File: src/sv/bbc_pkg.sv
// Shared types and command codes for the block buffer cache controller.
// Used by every module of the block; depends on nothing else.
package bbc_pkg;

  localparam int CMD_W  = 3;
  localparam int ID_W   = 32;
  localparam int SLOT_W = 3;

  // Command codes
  localparam logic [CMD_W-1:0] CMD_BLOCK  = 3'd0;
  localparam logic [CMD_W-1:0] CMD_BUFFER = 3'd1;
  localparam logic [CMD_W-1:0] CMD_UPDATE = 3'd2;
  localparam logic [CMD_W-1:0] CMD_SAVE   = 3'd3;
  localparam logic [CMD_W-1:0] CMD_FLUSH  = 3'd4;
  localparam logic [CMD_W-1:0] CMD_EMPTY  = 3'd5;

  typedef struct packed {
    logic [CMD_W-1:0] command;
    logic [ID_W-1:0]  block_id;
  } bbc_in_t;

  typedef struct packed {
    logic [SLOT_W-1:0] slot;
    logic              hit;
    logic              fetch;
    logic              writeback;
    logic [SLOT_W-1:0] writeback_slot;
    logic [ID_W-1:0]   writeback_block;
    logic              last;
  } bbc_out_t;

endpackage

File: src/sv/bbc_slot_store.sv
// Slot block-id store with registered read and the shared id comparator.
// Depends on bbc_pkg for the id width.
module bbc_slot_store #(
  parameter int NSLOT = 8,
  parameter int SW    = 3
) (
  input  logic                 clk,
  input  logic                 we,
  input  logic [SW-1:0]        widx,
  input  logic [bbc_pkg::ID_W-1:0] wdata,
  input  logic [SW-1:0]        ridx,
  input  logic [bbc_pkg::ID_W-1:0] key,
  output logic [bbc_pkg::ID_W-1:0] rd_data,
  output logic                 rd_eq
);
  import bbc_pkg::*;

  logic [ID_W-1:0] mem [NSLOT];
  logic [ID_W-1:0] rd_data_r;

  // Write one entry, read one entry each cycle
  always_ff @(posedge clk) begin
    if (we) begin
      mem[widx] <= wdata;
    end
    rd_data_r <= mem[ridx];
  end

  // Shared compare against the requested id
  assign rd_data = rd_data_r;
  assign rd_eq   = (rd_data_r == key);

endmodule

File: src/sv/bbc_seq.sv
// Sequencer: slot maps, current slot, scan counter and command dispatch.
// Depends on bbc_pkg; drives the slot store and the result beat.
module bbc_seq #(
  parameter int NSLOT = 8,
  parameter int SW    = 3
) (
  input  logic                      clk,
  input  logic                      rst_n,
  input  logic                      go,
  input  logic [bbc_pkg::CMD_W-1:0] cmd,
  input  logic                      out_free,
  input  logic [bbc_pkg::ID_W-1:0]  rd_data,
  input  logic                      rd_eq,
  output logic                      busy,
  output logic                      mem_we,
  output logic [SW-1:0]             mem_widx,
  output logic [SW-1:0]             mem_ridx,
  output logic                      res_valid,
  output bbc_pkg::bbc_out_t         res
);
  import bbc_pkg::*;

  localparam int ST_W = 2;
  localparam logic [ST_W-1:0] ST_IDLE = 2'd0;
  localparam logic [ST_W-1:0] ST_LOOK = 2'd1;
  localparam logic [ST_W-1:0] ST_PICK = 2'd2;
  localparam logic [ST_W-1:0] ST_SAVE = 2'd3;

  logic [ST_W-1:0]  state_r, state_nxt;
  logic [SW-1:0]    idx_r, idx_nxt;
  logic [NSLOT-1:0] assigned_r, assigned_nxt;
  logic [NSLOT-1:0] dirty_r, dirty_nxt;
  logic [SW-1:0]    cur_slot_r, cur_slot_nxt;
  logic             cur_valid_r, cur_valid_nxt;
  logic             free_found_r, free_found_nxt;
  logic [SW-1:0]    free_idx_r, free_idx_nxt;
  logic             clean_found_r, clean_found_nxt;
  logic [SW-1:0]    clean_idx_r, clean_idx_nxt;

  logic             last_idx;
  logic [NSLOT-1:0] ad;
  logic             higher;
  logic [SW-1:0]    pick_idx;
  logic             evict;

  assign last_idx = (idx_r == SW'(NSLOT - 1));
  assign ad       = assigned_r & dirty_r;

  // Any dirty slot above the scan position
  always_comb begin
    higher = 1'b0;
    for (int j = 0; j < NSLOT; j++) begin
      if ((j > int'(idx_r)) && ad[j]) begin
        higher = 1'b1;
      end
    end
  end

  // Miss victim: first free slot, else first clean slot, else slot 0
  always_comb begin
    evict = 1'b0;
    if (free_found_r) begin
      pick_idx = free_idx_r;
    end else if (clean_found_r) begin
      pick_idx = clean_idx_r;
    end else begin
      pick_idx = '0;
      evict    = 1'b1;
    end
  end

  // Command sequencer
  always_comb begin
    state_nxt       = state_r;
    idx_nxt         = idx_r;
    assigned_nxt    = assigned_r;
    dirty_nxt       = dirty_r;
    cur_slot_nxt    = cur_slot_r;
    cur_valid_nxt   = cur_valid_r;
    free_found_nxt  = free_found_r;
    free_idx_nxt    = free_idx_r;
    clean_found_nxt = clean_found_r;
    clean_idx_nxt   = clean_idx_r;
    mem_we          = 1'b0;
    mem_widx        = pick_idx;
    res_valid       = 1'b0;
    res             = '0;

    case (state_r)
      ST_IDLE: begin
        if (go) begin
          case (cmd)
            CMD_BLOCK, CMD_BUFFER: begin
              state_nxt       = ST_LOOK;
              idx_nxt         = '0;
              free_found_nxt  = 1'b0;
              clean_found_nxt = 1'b0;
            end
            CMD_UPDATE: begin
              if (cur_valid_r) begin
                dirty_nxt[cur_slot_r] = 1'b1;
              end
            end
            CMD_SAVE, CMD_FLUSH: begin
              state_nxt = ST_SAVE;
              idx_nxt   = '0;
            end
            CMD_EMPTY: begin
              assigned_nxt  = '0;
              dirty_nxt     = '0;
              cur_slot_nxt  = '0;
              cur_valid_nxt = 1'b0;
            end
            default: begin
            end
          endcase
        end
      end

      ST_LOOK: begin
        if (assigned_r[idx_r] && rd_eq) begin
          // Hit: report and hold until the output stage takes it
          if (out_free) begin
            res_valid     = 1'b1;
            res.slot      = SLOT_W'(idx_r);
            res.hit       = 1'b1;
            res.last      = 1'b1;
            cur_slot_nxt  = idx_r;
            cur_valid_nxt = 1'b1;
            state_nxt     = ST_IDLE;
          end
        end else begin
          if (!assigned_r[idx_r] && !free_found_r) begin
            free_found_nxt = 1'b1;
            free_idx_nxt   = idx_r;
          end
          if (!dirty_r[idx_r] && !clean_found_r) begin
            clean_found_nxt = 1'b1;
            clean_idx_nxt   = idx_r;
          end
          if (last_idx) begin
            // Read slot 0 for a possible eviction
            state_nxt = ST_PICK;
            idx_nxt   = '0;
          end else begin
            idx_nxt = idx_r + 1'b1;
          end
        end
      end

      ST_PICK: begin
        if (out_free) begin
          mem_we                 = 1'b1;
          assigned_nxt[pick_idx] = 1'b1;
          if (evict) begin
            dirty_nxt[0] = 1'b0;
          end
          cur_slot_nxt        = pick_idx;
          cur_valid_nxt       = 1'b1;
          res_valid           = 1'b1;
          res.slot            = SLOT_W'(pick_idx);
          res.fetch           = (cmd == CMD_BLOCK);
          res.writeback       = evict;
          res.writeback_block = evict ? rd_data : '0;
          res.last            = 1'b1;
          state_nxt           = ST_IDLE;
        end
      end

      ST_SAVE: begin
        if (!ad[idx_r] || out_free) begin
          if (ad[idx_r]) begin
            res_valid           = 1'b1;
            res.writeback       = 1'b1;
            res.writeback_slot  = SLOT_W'(idx_r);
            res.writeback_block = rd_data;
            res.last            = !higher;
          end
          if (last_idx) begin
            dirty_nxt = '0;
            if (cmd == CMD_FLUSH) begin
              assigned_nxt  = '0;
              cur_slot_nxt  = '0;
              cur_valid_nxt = 1'b0;
            end
            state_nxt = ST_IDLE;
          end else begin
            idx_nxt = idx_r + 1'b1;
          end
        end
      end

      default: begin
        state_nxt = ST_IDLE;
      end
    endcase
  end

  // Read one slot ahead so the registered data lines up with idx_r
  assign mem_ridx = idx_nxt;
  assign busy     = (state_r != ST_IDLE);

  // Control state
  always_ff @(posedge clk) begin
    if (!rst_n) begin
      state_r       <= ST_IDLE;
      idx_r         <= '0;
      assigned_r    <= '0;
      dirty_r       <= '0;
      cur_slot_r    <= '0;
      cur_valid_r   <= 1'b0;
      free_found_r  <= 1'b0;
      clean_found_r <= 1'b0;
    end else begin
      state_r       <= state_nxt;
      idx_r         <= idx_nxt;
      assigned_r    <= assigned_nxt;
      dirty_r       <= dirty_nxt;
      cur_slot_r    <= cur_slot_nxt;
      cur_valid_r   <= cur_valid_nxt;
      free_found_r  <= free_found_nxt;
      clean_found_r <= clean_found_nxt;
    end
  end

  // Scan bookkeeping payload
  always_ff @(posedge clk) begin
    free_idx_r  <= free_idx_nxt;
    clean_idx_r <= clean_idx_nxt;
  end

endmodule

File: src/sv/block_buffer_cache_controller.sv
// BLOCK/BUFFER: accept, a dispatch step, then a scan over the slots on the shared id
// comparator (SLOTS held to 1..8); a hit puts its beat out from the scan, a miss adds a
// pick step that puts it out; the next command is accepted once the sequencer is idle again.
// SAVE/FLUSH: dispatch plus a scan over the slots, one beat per dirty slot; UPDATE/EMPTY finish
// in the dispatch step; a stalled result beat holds the sequencer. Synchronous active-low reset clears
// the slot maps and current slot; the id store has no reset, unassigned ids are never read.
module block_buffer_cache_controller #(
  parameter int SLOTS = 8
) (
  input  logic              clk,
  input  logic              rst_n,
  input  logic              in_valid,
  output logic              in_ready,
  input  bbc_pkg::bbc_in_t  in_data,
  output logic              out_valid,
  input  logic              out_ready,
  output bbc_pkg::bbc_out_t out_data
);
  import bbc_pkg::*;

  localparam int NSLOT = (SLOTS > 8) ? 8 : ((SLOTS < 1) ? 1 : SLOTS);
  localparam int SW    = (NSLOT > 1) ? $clog2(NSLOT) : 1;

  bbc_in_t  req_r;
  logic     go_r;
  logic     busy;
  logic     out_free;
  logic     res_valid;
  bbc_out_t res;
  logic     out_valid_r;
  bbc_out_t out_data_r;

  logic            mem_we;
  logic [SW-1:0]   mem_widx;
  logic [SW-1:0]   mem_ridx;
  logic [ID_W-1:0] rd_data;
  logic            rd_eq;

  assign in_ready = !go_r && !busy;
  assign out_free = !out_valid_r || out_ready;

  // Capture the command beat
  always_ff @(posedge clk) begin
    if (in_valid && in_ready) begin
      req_r <= in_data;
    end
  end

  always_ff @(posedge clk) begin
    if (!rst_n) begin
      go_r <= 1'b0;
    end else begin
      go_r <= in_valid && in_ready;
    end
  end

  bbc_slot_store #(
    .NSLOT (NSLOT),
    .SW    (SW)
  ) u_store (
    .clk     (clk),
    .we      (mem_we),
    .widx    (mem_widx),
    .wdata   (req_r.block_id),
    .ridx    (mem_ridx),
    .key     (req_r.block_id),
    .rd_data (rd_data),
    .rd_eq   (rd_eq)
  );

  bbc_seq #(
    .NSLOT (NSLOT),
    .SW    (SW)
  ) u_seq (
    .clk       (clk),
    .rst_n     (rst_n),
    .go        (go_r),
    .cmd       (req_r.command),
    .out_free  (out_free),
    .rd_data   (rd_data),
    .rd_eq     (rd_eq),
    .busy      (busy),
    .mem_we    (mem_we),
    .mem_widx  (mem_widx),
    .mem_ridx  (mem_ridx),
    .res_valid (res_valid),
    .res       (res)
  );

  // Output register: load a new beat or drop the taken one
  always_ff @(posedge clk) begin
    if (!rst_n) begin
      out_valid_r <= 1'b0;
    end else if (res_valid) begin
      out_valid_r <= 1'b1;
    end else if (out_ready) begin
      out_valid_r <= 1'b0;
    end
  end

  always_ff @(posedge clk) begin
    if (res_valid) begin
      out_data_r <= res;
    end
  end

  assign out_valid = out_valid_r;
  assign out_data  = out_data_r;

endmodule

File: config.mk
export PLATFORM = sky130hd
export DESIGN_NAME = block_buffer_cache_controller
export DESIGN_NICKNAME = d
export VERILOG_FILES = /design/src/sv/bbc_pkg.sv /design/src/sv/bbc_slot_store.sv /design/src/sv/bbc_seq.sv /design/src/sv/block_buffer_cache_controller.sv
export SDC_FILE = /design/constraint.sdc
export NUM_CORES = 1
export LEC_CHECK = 0
export BUFFER_PORTS_ARGS = -buffer_cell sky130_fd_sc_hd__buf_2
export CORE_MARGIN = 1
export CORE_UTILIZATION = 45
export CTS_CLUSTER_SIZE = 8
export DETAILED_ROUTE_END_ITERATION = 10
export PLACE_DENSITY = 0.66
export SLEW_MARGIN = 25
export SYNTH_ARGS = -nofsm -noshare
export SYNTH_HDL_FRONTEND = slang
export SYNTH_HIERARCHICAL = 1
export SYNTH_SLANG_ARGS = --single-unit
File: constraint.sdc
create_clock -name clk -period 5.8 [get_ports clk]
set_clock_uncertainty 0.2 [all_clocks]
set_input_delay 1.16 -clock clk [delete_from_list [all_inputs] [get_ports clk]]
set_output_delay 1.16 -clock clk [all_outputs]
set_load 0.01 [all_outputs]
* Yosys cells after proc, flatten, opt, wreduce, memory -nomap -nowiden
Memory sizes are Yosys's and may differ from the RTL's. A register that Yosys moved wholly into a read port is not among the register bits.
Index checks and enable logic that the tools add are counted.
** Word-level totals
- Flip-flop bits (word level) :: 112
- RAM bits :: 256
- Input port bits :: 39
- Output and inout bits :: 44
- Logic and storage cells :: 214
- Memories kept :: 1
** Memory list
- u_store.mem :: depth 8, bits a word 32, read ports 1, clocked after memory_dff 1, write ports 1, RTL line bbc_slot_store.sv:18 : logic [ID_W-1:0] mem [NSLOT];
** Operators by class
- Add/subtract/negate cells :: 1
- $lt $le $gt $ge :: 12
- Eq/ne operators :: 27
- Multiplexer cells :: 99
- Bitwise gates (word level) :: 4
- Reduce and logical (&&, ||, !) cells :: 48
** Operators by type and width (count)
- 8-bit 2-to-1 mux :: 10
- 37-bit 2-to-1 mux :: 2
- 32-bit case mux with 2 select lines :: 1
- 3-bit 2-to-1 mux :: 17
- 1-bit 2-to-1 mux :: 39
- 33-bit 2-to-1 mux :: 1
- 32-bit == test :: 1
- 32-bit 2-to-1 mux :: 1
- 8-bit case mux with 3 select lines :: 1
- 2-bit by 1-bit != test with 1-bit output (second input constant) :: 9
- 8-bit OR :: 2
- 8-bit case mux with 2 select lines :: 1
- 8-bit AND reduction :: 2
- 5-bit AND reduction :: 3
- 1-bit logical AND :: 14
- 7-bit case mux with 2 select lines :: 1
- 3-bit greater-than comparator (first input constant) :: 4
- 3-bit by 4-bit less-than comparator with 1-bit output (second input constant) :: 3
- 2-bit 2-to-1 mux :: 6
- 3-bit case mux with 4 select lines :: 1
- 6-bit AND reduction :: 2
- 1-bit binary-select mux with 3-bit select :: 3
- 3-bit == test (second input constant) :: 3
- 1-bit logical NOT :: 9
- 33 further kinds :: 55

* Logic depth before layout (Yosys ltp)
- Word-level depth :: 13
- Mapped depth :: 14
- Depth with buffers taken out :: 12

* By module
Netlist, hierarchy kept.
** Modules (own cells, without submodules)
- bbc_slot_store :: instances 1, cells an instance 458, area an instance 10812.9 sq um, sequential area each 8328.0 sq um
- bbc_seq :: instances 1, cells an instance 319, area an instance 2528.7 sq um, sequential area each 720.7 sq um
- block_buffer_cache_controller :: instances 1, cells an instance 85, area an instance 2399.8 sq um, sequential area each 2352.3 sq um

* Worst setup path after synthesis
No wires, ideal clock.
- Kind :: input to register
- Start :: input out_ready
- End :: memory u_store.mem[0][0] (enable)
- Setup time :: 0.461 ns
- Data arrival time :: 3.977 ns
- Required time :: 5.139 ns
- Slack :: 1.162 ns
- Stages on the path :: 5
- Buffers on the path :: 0
- Cell sequence :: nand2b_4 clkinv_1 nor2_1 nand2b_1 nor3_1
** Between the ends
- Word-level cells in the longest chain between the ends :: 5
** RTL lines
- start: declaration :: RTL line block_buffer_cache_controller.sv:16 : input logic out_ready,
- 1-bit logical OR :: RTL line block_buffer_cache_controller.sv:40 : assign out_free = !out_valid_r || out_ready;
- 1-bit 2-to-1 mux :: RTL line bbc_seq.sv:152 : if (out_free) begin
- 1-bit 2-to-1 mux :: RTL line bbc_seq.sv:89 : case (state_r)
- via mem_we :: RTL line block_buffer_cache_controller.sv:33 : logic mem_we;
- 1-bit 2-to-1 mux :: RTL line bbc_slot_store.sv:23 : if (we) begin
- 1-bit 2-to-1 mux (implied by the code) :: RTL line bbc_slot_store.sv:24 : mem[widx] <= wdata;
- end: declaration :: RTL line bbc_slot_store.sv:18
The timed path passes the listed nets, and every way through them passes these cells.

* Final worst setup path
- Start :: register req_r[18] (netlist name)
- End :: register u_store.rd_data_r[6] (netlist: u_store/rd_data[6]), read port of u_store.mem
** Between the ends
- Word-level cells in the longest chain between the ends :: 4
** RTL lines
- start: declaration :: RTL line block_buffer_cache_controller.sv:24 : bbc_in_t req_r;
- start signal: assignment :: RTL line block_buffer_cache_controller.sv:45 : req_r <= in_data;
- 32-bit == test :: RTL line bbc_slot_store.sv:31 : assign rd_eq = (rd_data_r == key);
- via rd_eq :: RTL line block_buffer_cache_controller.sv:37 : logic rd_eq;
- 1-bit logical AND :: RTL line bbc_seq.sv:121 : if (assigned_r[idx_r] && rd_eq) begin
- 3-bit 2-to-1 mux :: RTL line bbc_seq.sv:121
- 3-bit case mux with 3 select lines :: RTL line bbc_seq.sv:89
- via mem_ridx[0] :: RTL line block_buffer_cache_controller.sv:35 : logic [SW-1:0] mem_ridx;
- end: declaration :: RTL line bbc_slot_store.sv:19 : logic [ID_W-1:0] rd_data_r;
The timed path passes the listed nets, and every way through them passes these cells.
A chain may end at the register's enable or synchronous reset.

==> results by group <==
Run status
  – Status: finished clean

Setup path
  – Worst Setup Start Kind: flip-flop
  – Worst EP required: 6.05 ns
  – Critical path, cell by cell: xor2_1 > nor4_1 > nand4_1 > nor2_1 > nand2_1 > a21oi_1 > a31oi_1 > o211ai_1 > nand2_1 > nand2_4 > buf_12 > mux4_1 > mux2_2
  – Kind of critical path: reg2reg
  – Critical Path Max Stage Delay: 0.62 ns
  – Critical Path End Type: flip-flop
  – R2R setup slack: 1.09 ns
  – Crit path top cell by count: nand2_1
  – Worst path slowest cell: nor4_1
  – Max FO, Critical Path: 37
  – CP arrival: 4.96 ns

Logic synthesis
  – Post-Syn Instances: 862
  – Post-synth EDFFs: 339
  – Top_reg_cell synth: edfxtp_1
  – Post-synthesis async set-or-reset flop share: 0
  – Syn_area_per_cell: 18.3 um^2
  – Register area share after synthesis: 0.724
  – Syn nets: 911
  – Synthesized cell area: 15700 um^2
  – Ys Warns: 6
  – Seq cells post-synth: 400
  – Netlist cell types: 62

Drt
  – Via count: 8224
  – WL/cell: 22.2 um
  – DRT antenna net count: 0
  – Initial DRC Count: 690
  – Remaining DRCs: 0
  – DR pass1 iterations: 5
  – DR vias/cell: 5.53
  – Drt total wl: 33.1 mm

Placed design
  – Dpl cells: 1384
  – GP Congestion: 0.899
  – Port Buffers: 82
  – Hpwl dp: 20.1 mm
  – Area after DPL: 16800 um^2

Hold path
  – Worst Hold Class: reg2reg

Timing
  – Final hold vios: 0
  – Worst slew pin tran: 0.958 ns
  – Final min period: 4.71 ns
  – Slew headroom: 0.360
  – RSZ-0062 raised after global routing: false
  – Peak Freq: 0.212 GHz
  – Period utilisation layout: 0.812
  – Slew Viols, Final: 0
  – Setup TNS: 0 ns
  – Final setup vio count: 0

Final layout
  – Nets: 1035
  – Final instance area: 18400 um^2
  – Non-Filler Instances: 1487
  – Fin util: 0.533
  – Layout area overhead: 16.7%
  – Layout cells sized above 1: 0.240
  – # fillers: 2705

Floorplanning
  – I/O pin cnt: 83
  – Width of the chip: 189 um
  – Initial cell density of the core: 0.457
  – Die ar.: 35700 um^2
  – Core Area: 34500 um^2
  – Die Y-Extent: 189 um
  – # rows: 68

Clocking
  – Clock root buffer: clkbuf_16
  – TritonCTS clock tree: done
  – Num CTS Buffers: 55
  – Clock Sinks: 400
  – Hold Buf Count CTS: 0
  – Clock Tree Buf Depth: 3
  – Clk_lat worst skew: 0.57 ns
  – CTS H-tree depth: 2
  – PostCTS Resize Cnt: 0
  – Clock-pin slew on the worst setup and hold paths: 0.05 ns
  – Postcts setup bufs: 0

Global route
  – Tot GR Track Use: 0.188
  – Initial antenna violation count: 0
  – Aggregate global routing overflow: 0
  – Global routing usage on met3: 0.0348
  – Met1 Usage GRT: 0.262
  – First-pass GRT wire length: 50.0 mm
  – M2 GR Usage: 0.304
  – GR peak layer: met2
  – Vias in the first global route: 8271
  – Pin count of the biggest net entering global routing: 66

Power
  – Static Leak: 6.16 nW
  – Pwr dens: 372 nW/um^2
  – Worst VDD drop: 0.268 mV

Flow run
  – Max_cap viols: 0
## synth_stat cells, types with 2 or more instances
master,instances,share of area
a21boi_0,2,0.00095
a21o_1,2,0.00095
a21oi_1,20,0.0064
a22o_1,3,0.0017
a311oi_1,2,0.0011
a31oi_1,14,0.0056
a41oi_1,5,0.0028
and2_1,3,0.0012
buf_1,4,0.00095
buf_2,9,0.0029
buf_4,2,0.00095
buf_6,10,0.0072
clkbuf_1,10,0.0024
clkinv_1,2,0.00048
dfxtp_1,61,0.078
edfxtp_1,339,0.65
ha_1,10,0.0079
inv_1,17,0.0041
mux2_2,33,0.024
mux2i_1,8,0.0051
mux4_1,40,0.067
mux4_2,26,0.037
nand2_1,41,0.0098
nand2b_1,4,0.0016
nand3_1,11,0.0035
nand3b_1,3,0.0014
nand4_1,4,0.0016
nor2_1,41,0.0098
nor2b_1,40,0.016
nor3_1,9,0.0029
nor4_1,8,0.0032
o211ai_1,4,0.0019
o21ai_0,7,0.0022
o221ai_2,2,0.0019
o2bb2ai_1,5,0.0028
o31ai_1,2,0.00095
o31ai_2,2,0.0016
o32ai_1,2,0.0011
xor2_1,32,0.018
## path summary, 6_finish.rpt
path	start	end	cells after the start
max	req_r[18]	u_store/rd_data[6]	13
max reg2reg	req_r[18]	u_store/rd_data[6]	13
min reg2reg	u_seq/assigned_r[4]	u_seq/assigned_r[4]	2
min	u_seq/assigned_r[4]	u_seq/assigned_r[4]	2
## state kept, by name (all words and copies together) (netlist names), 2 cells and up
name / flops
u_store/mem: 256
out_data: 42
u_store/rd_data: 32
u_seq/state_r: 2
u_seq/cur_slot_r: 3
u_seq/assigned_r: 8
u_seq/clean_idx_r: 3
u_seq/free_idx_r: 3
u_seq/dirty_r: 8
u_seq/idx_r: 3
req_r: 35
## layer usage
metal | wire length [um] | part of all wire
met5 | 0 | 0
met1 | 14500 | 0.44
met4 | 576 | 0.017
met2 | 16000 | 0.48
met3 | 1920 | 0.058
## worst max-delay path, delay by kind of cell, from the launching register on
family / cells / cell delay (ns)
mux: 2 / 0.86
compound gates: 3 / 0.59
xor+xnor: 1 / 0.23
buf+inv: 1 / 0.30
flops: 1 / 0.51
simple gates: 6 / 1.88
## layout make-up
cell class,count,area (um^2),area share
antenna,1,2.50,0.000136
clock buffer,99,1540,0.0839
clock inverter,3,55.1,0.00300
inverter,20,75.1,0.00409
multi-input combinational,407,4160,0.226
sequential,400,11400,0.620
tap,455,569,0.0310
timing repair buffer,102,573,0.0312
## cell usage in the layout, fill, tap and decap left out, types with 3 or more instances in the layout
cell / netlist / final
a21oi_1: 20 / 18
a22o_1: 3 / 3
a31oi_1: 14 / 14
a41oi_1: 5 / 5
and2_1: 3 / 3
buf_2: 9 / 82
buf_4: 2 / 19
clkbuf_1: 10 / 44
clkbuf_16: 0 / 55
dfxtp_1: 61 / 61
edfxtp_1: 339 / 339
ha_1: 10 / 10
inv_1: 17 / 17
mux2_2: 33 / 33
mux2i_1: 8 / 8
mux4_1: 40 / 40
mux4_2: 26 / 26
nand2_1: 41 / 39
nand2b_1: 4 / 4
nand3_1: 11 / 11
nand3b_1: 3 / 3
nand4_1: 4 / 4
nor2_1: 41 / 35
nor2_4: 0 / 6
nor2b_1: 40 / 40
nor3_1: 9 / 7
nor3_2: 1 / 3
nor4_1: 8 / 8
o211ai_1: 4 / 4
o21ai_0: 7 / 7
o2bb2ai_1: 5 / 4
xor2_1: 32 / 32
## metrics by stage
stage	hold slack (ns)	total power [mW]	setup WS, ns
detailed placement	0.295	3.99	1.03
finish	0.307	6.84	1.09
global placement	0.277	3.98	1.03
CTS	0.310	6.91	0.994
floorplan	0.254	3.81	1.16
global route	0.348	7.08	0.731
## report_power, final
part | switching (mW) | internal (mW) | total [mW]
clock network | 1.13 | 1.78 | 2.90
registers | 0.113 | 3.27 | 3.38
logic | 0.302 | 0.252 | 0.554
total | 1.54 | 5.30 | 6.84
## logic make-up after synthesis
logic type               share of synthesized area
buffers and inverters                       0.0191
AO/OA/AOI/OAI                               0.0420
flip-flops                                   0.724
adder cells (fa/ha/maj)                    0.00795
AND/OR/NAND/NOR                             0.0563
XOR/XNOR                                    0.0178
multiplexers                                 0.133
Power figures use the tool's default switching activity.
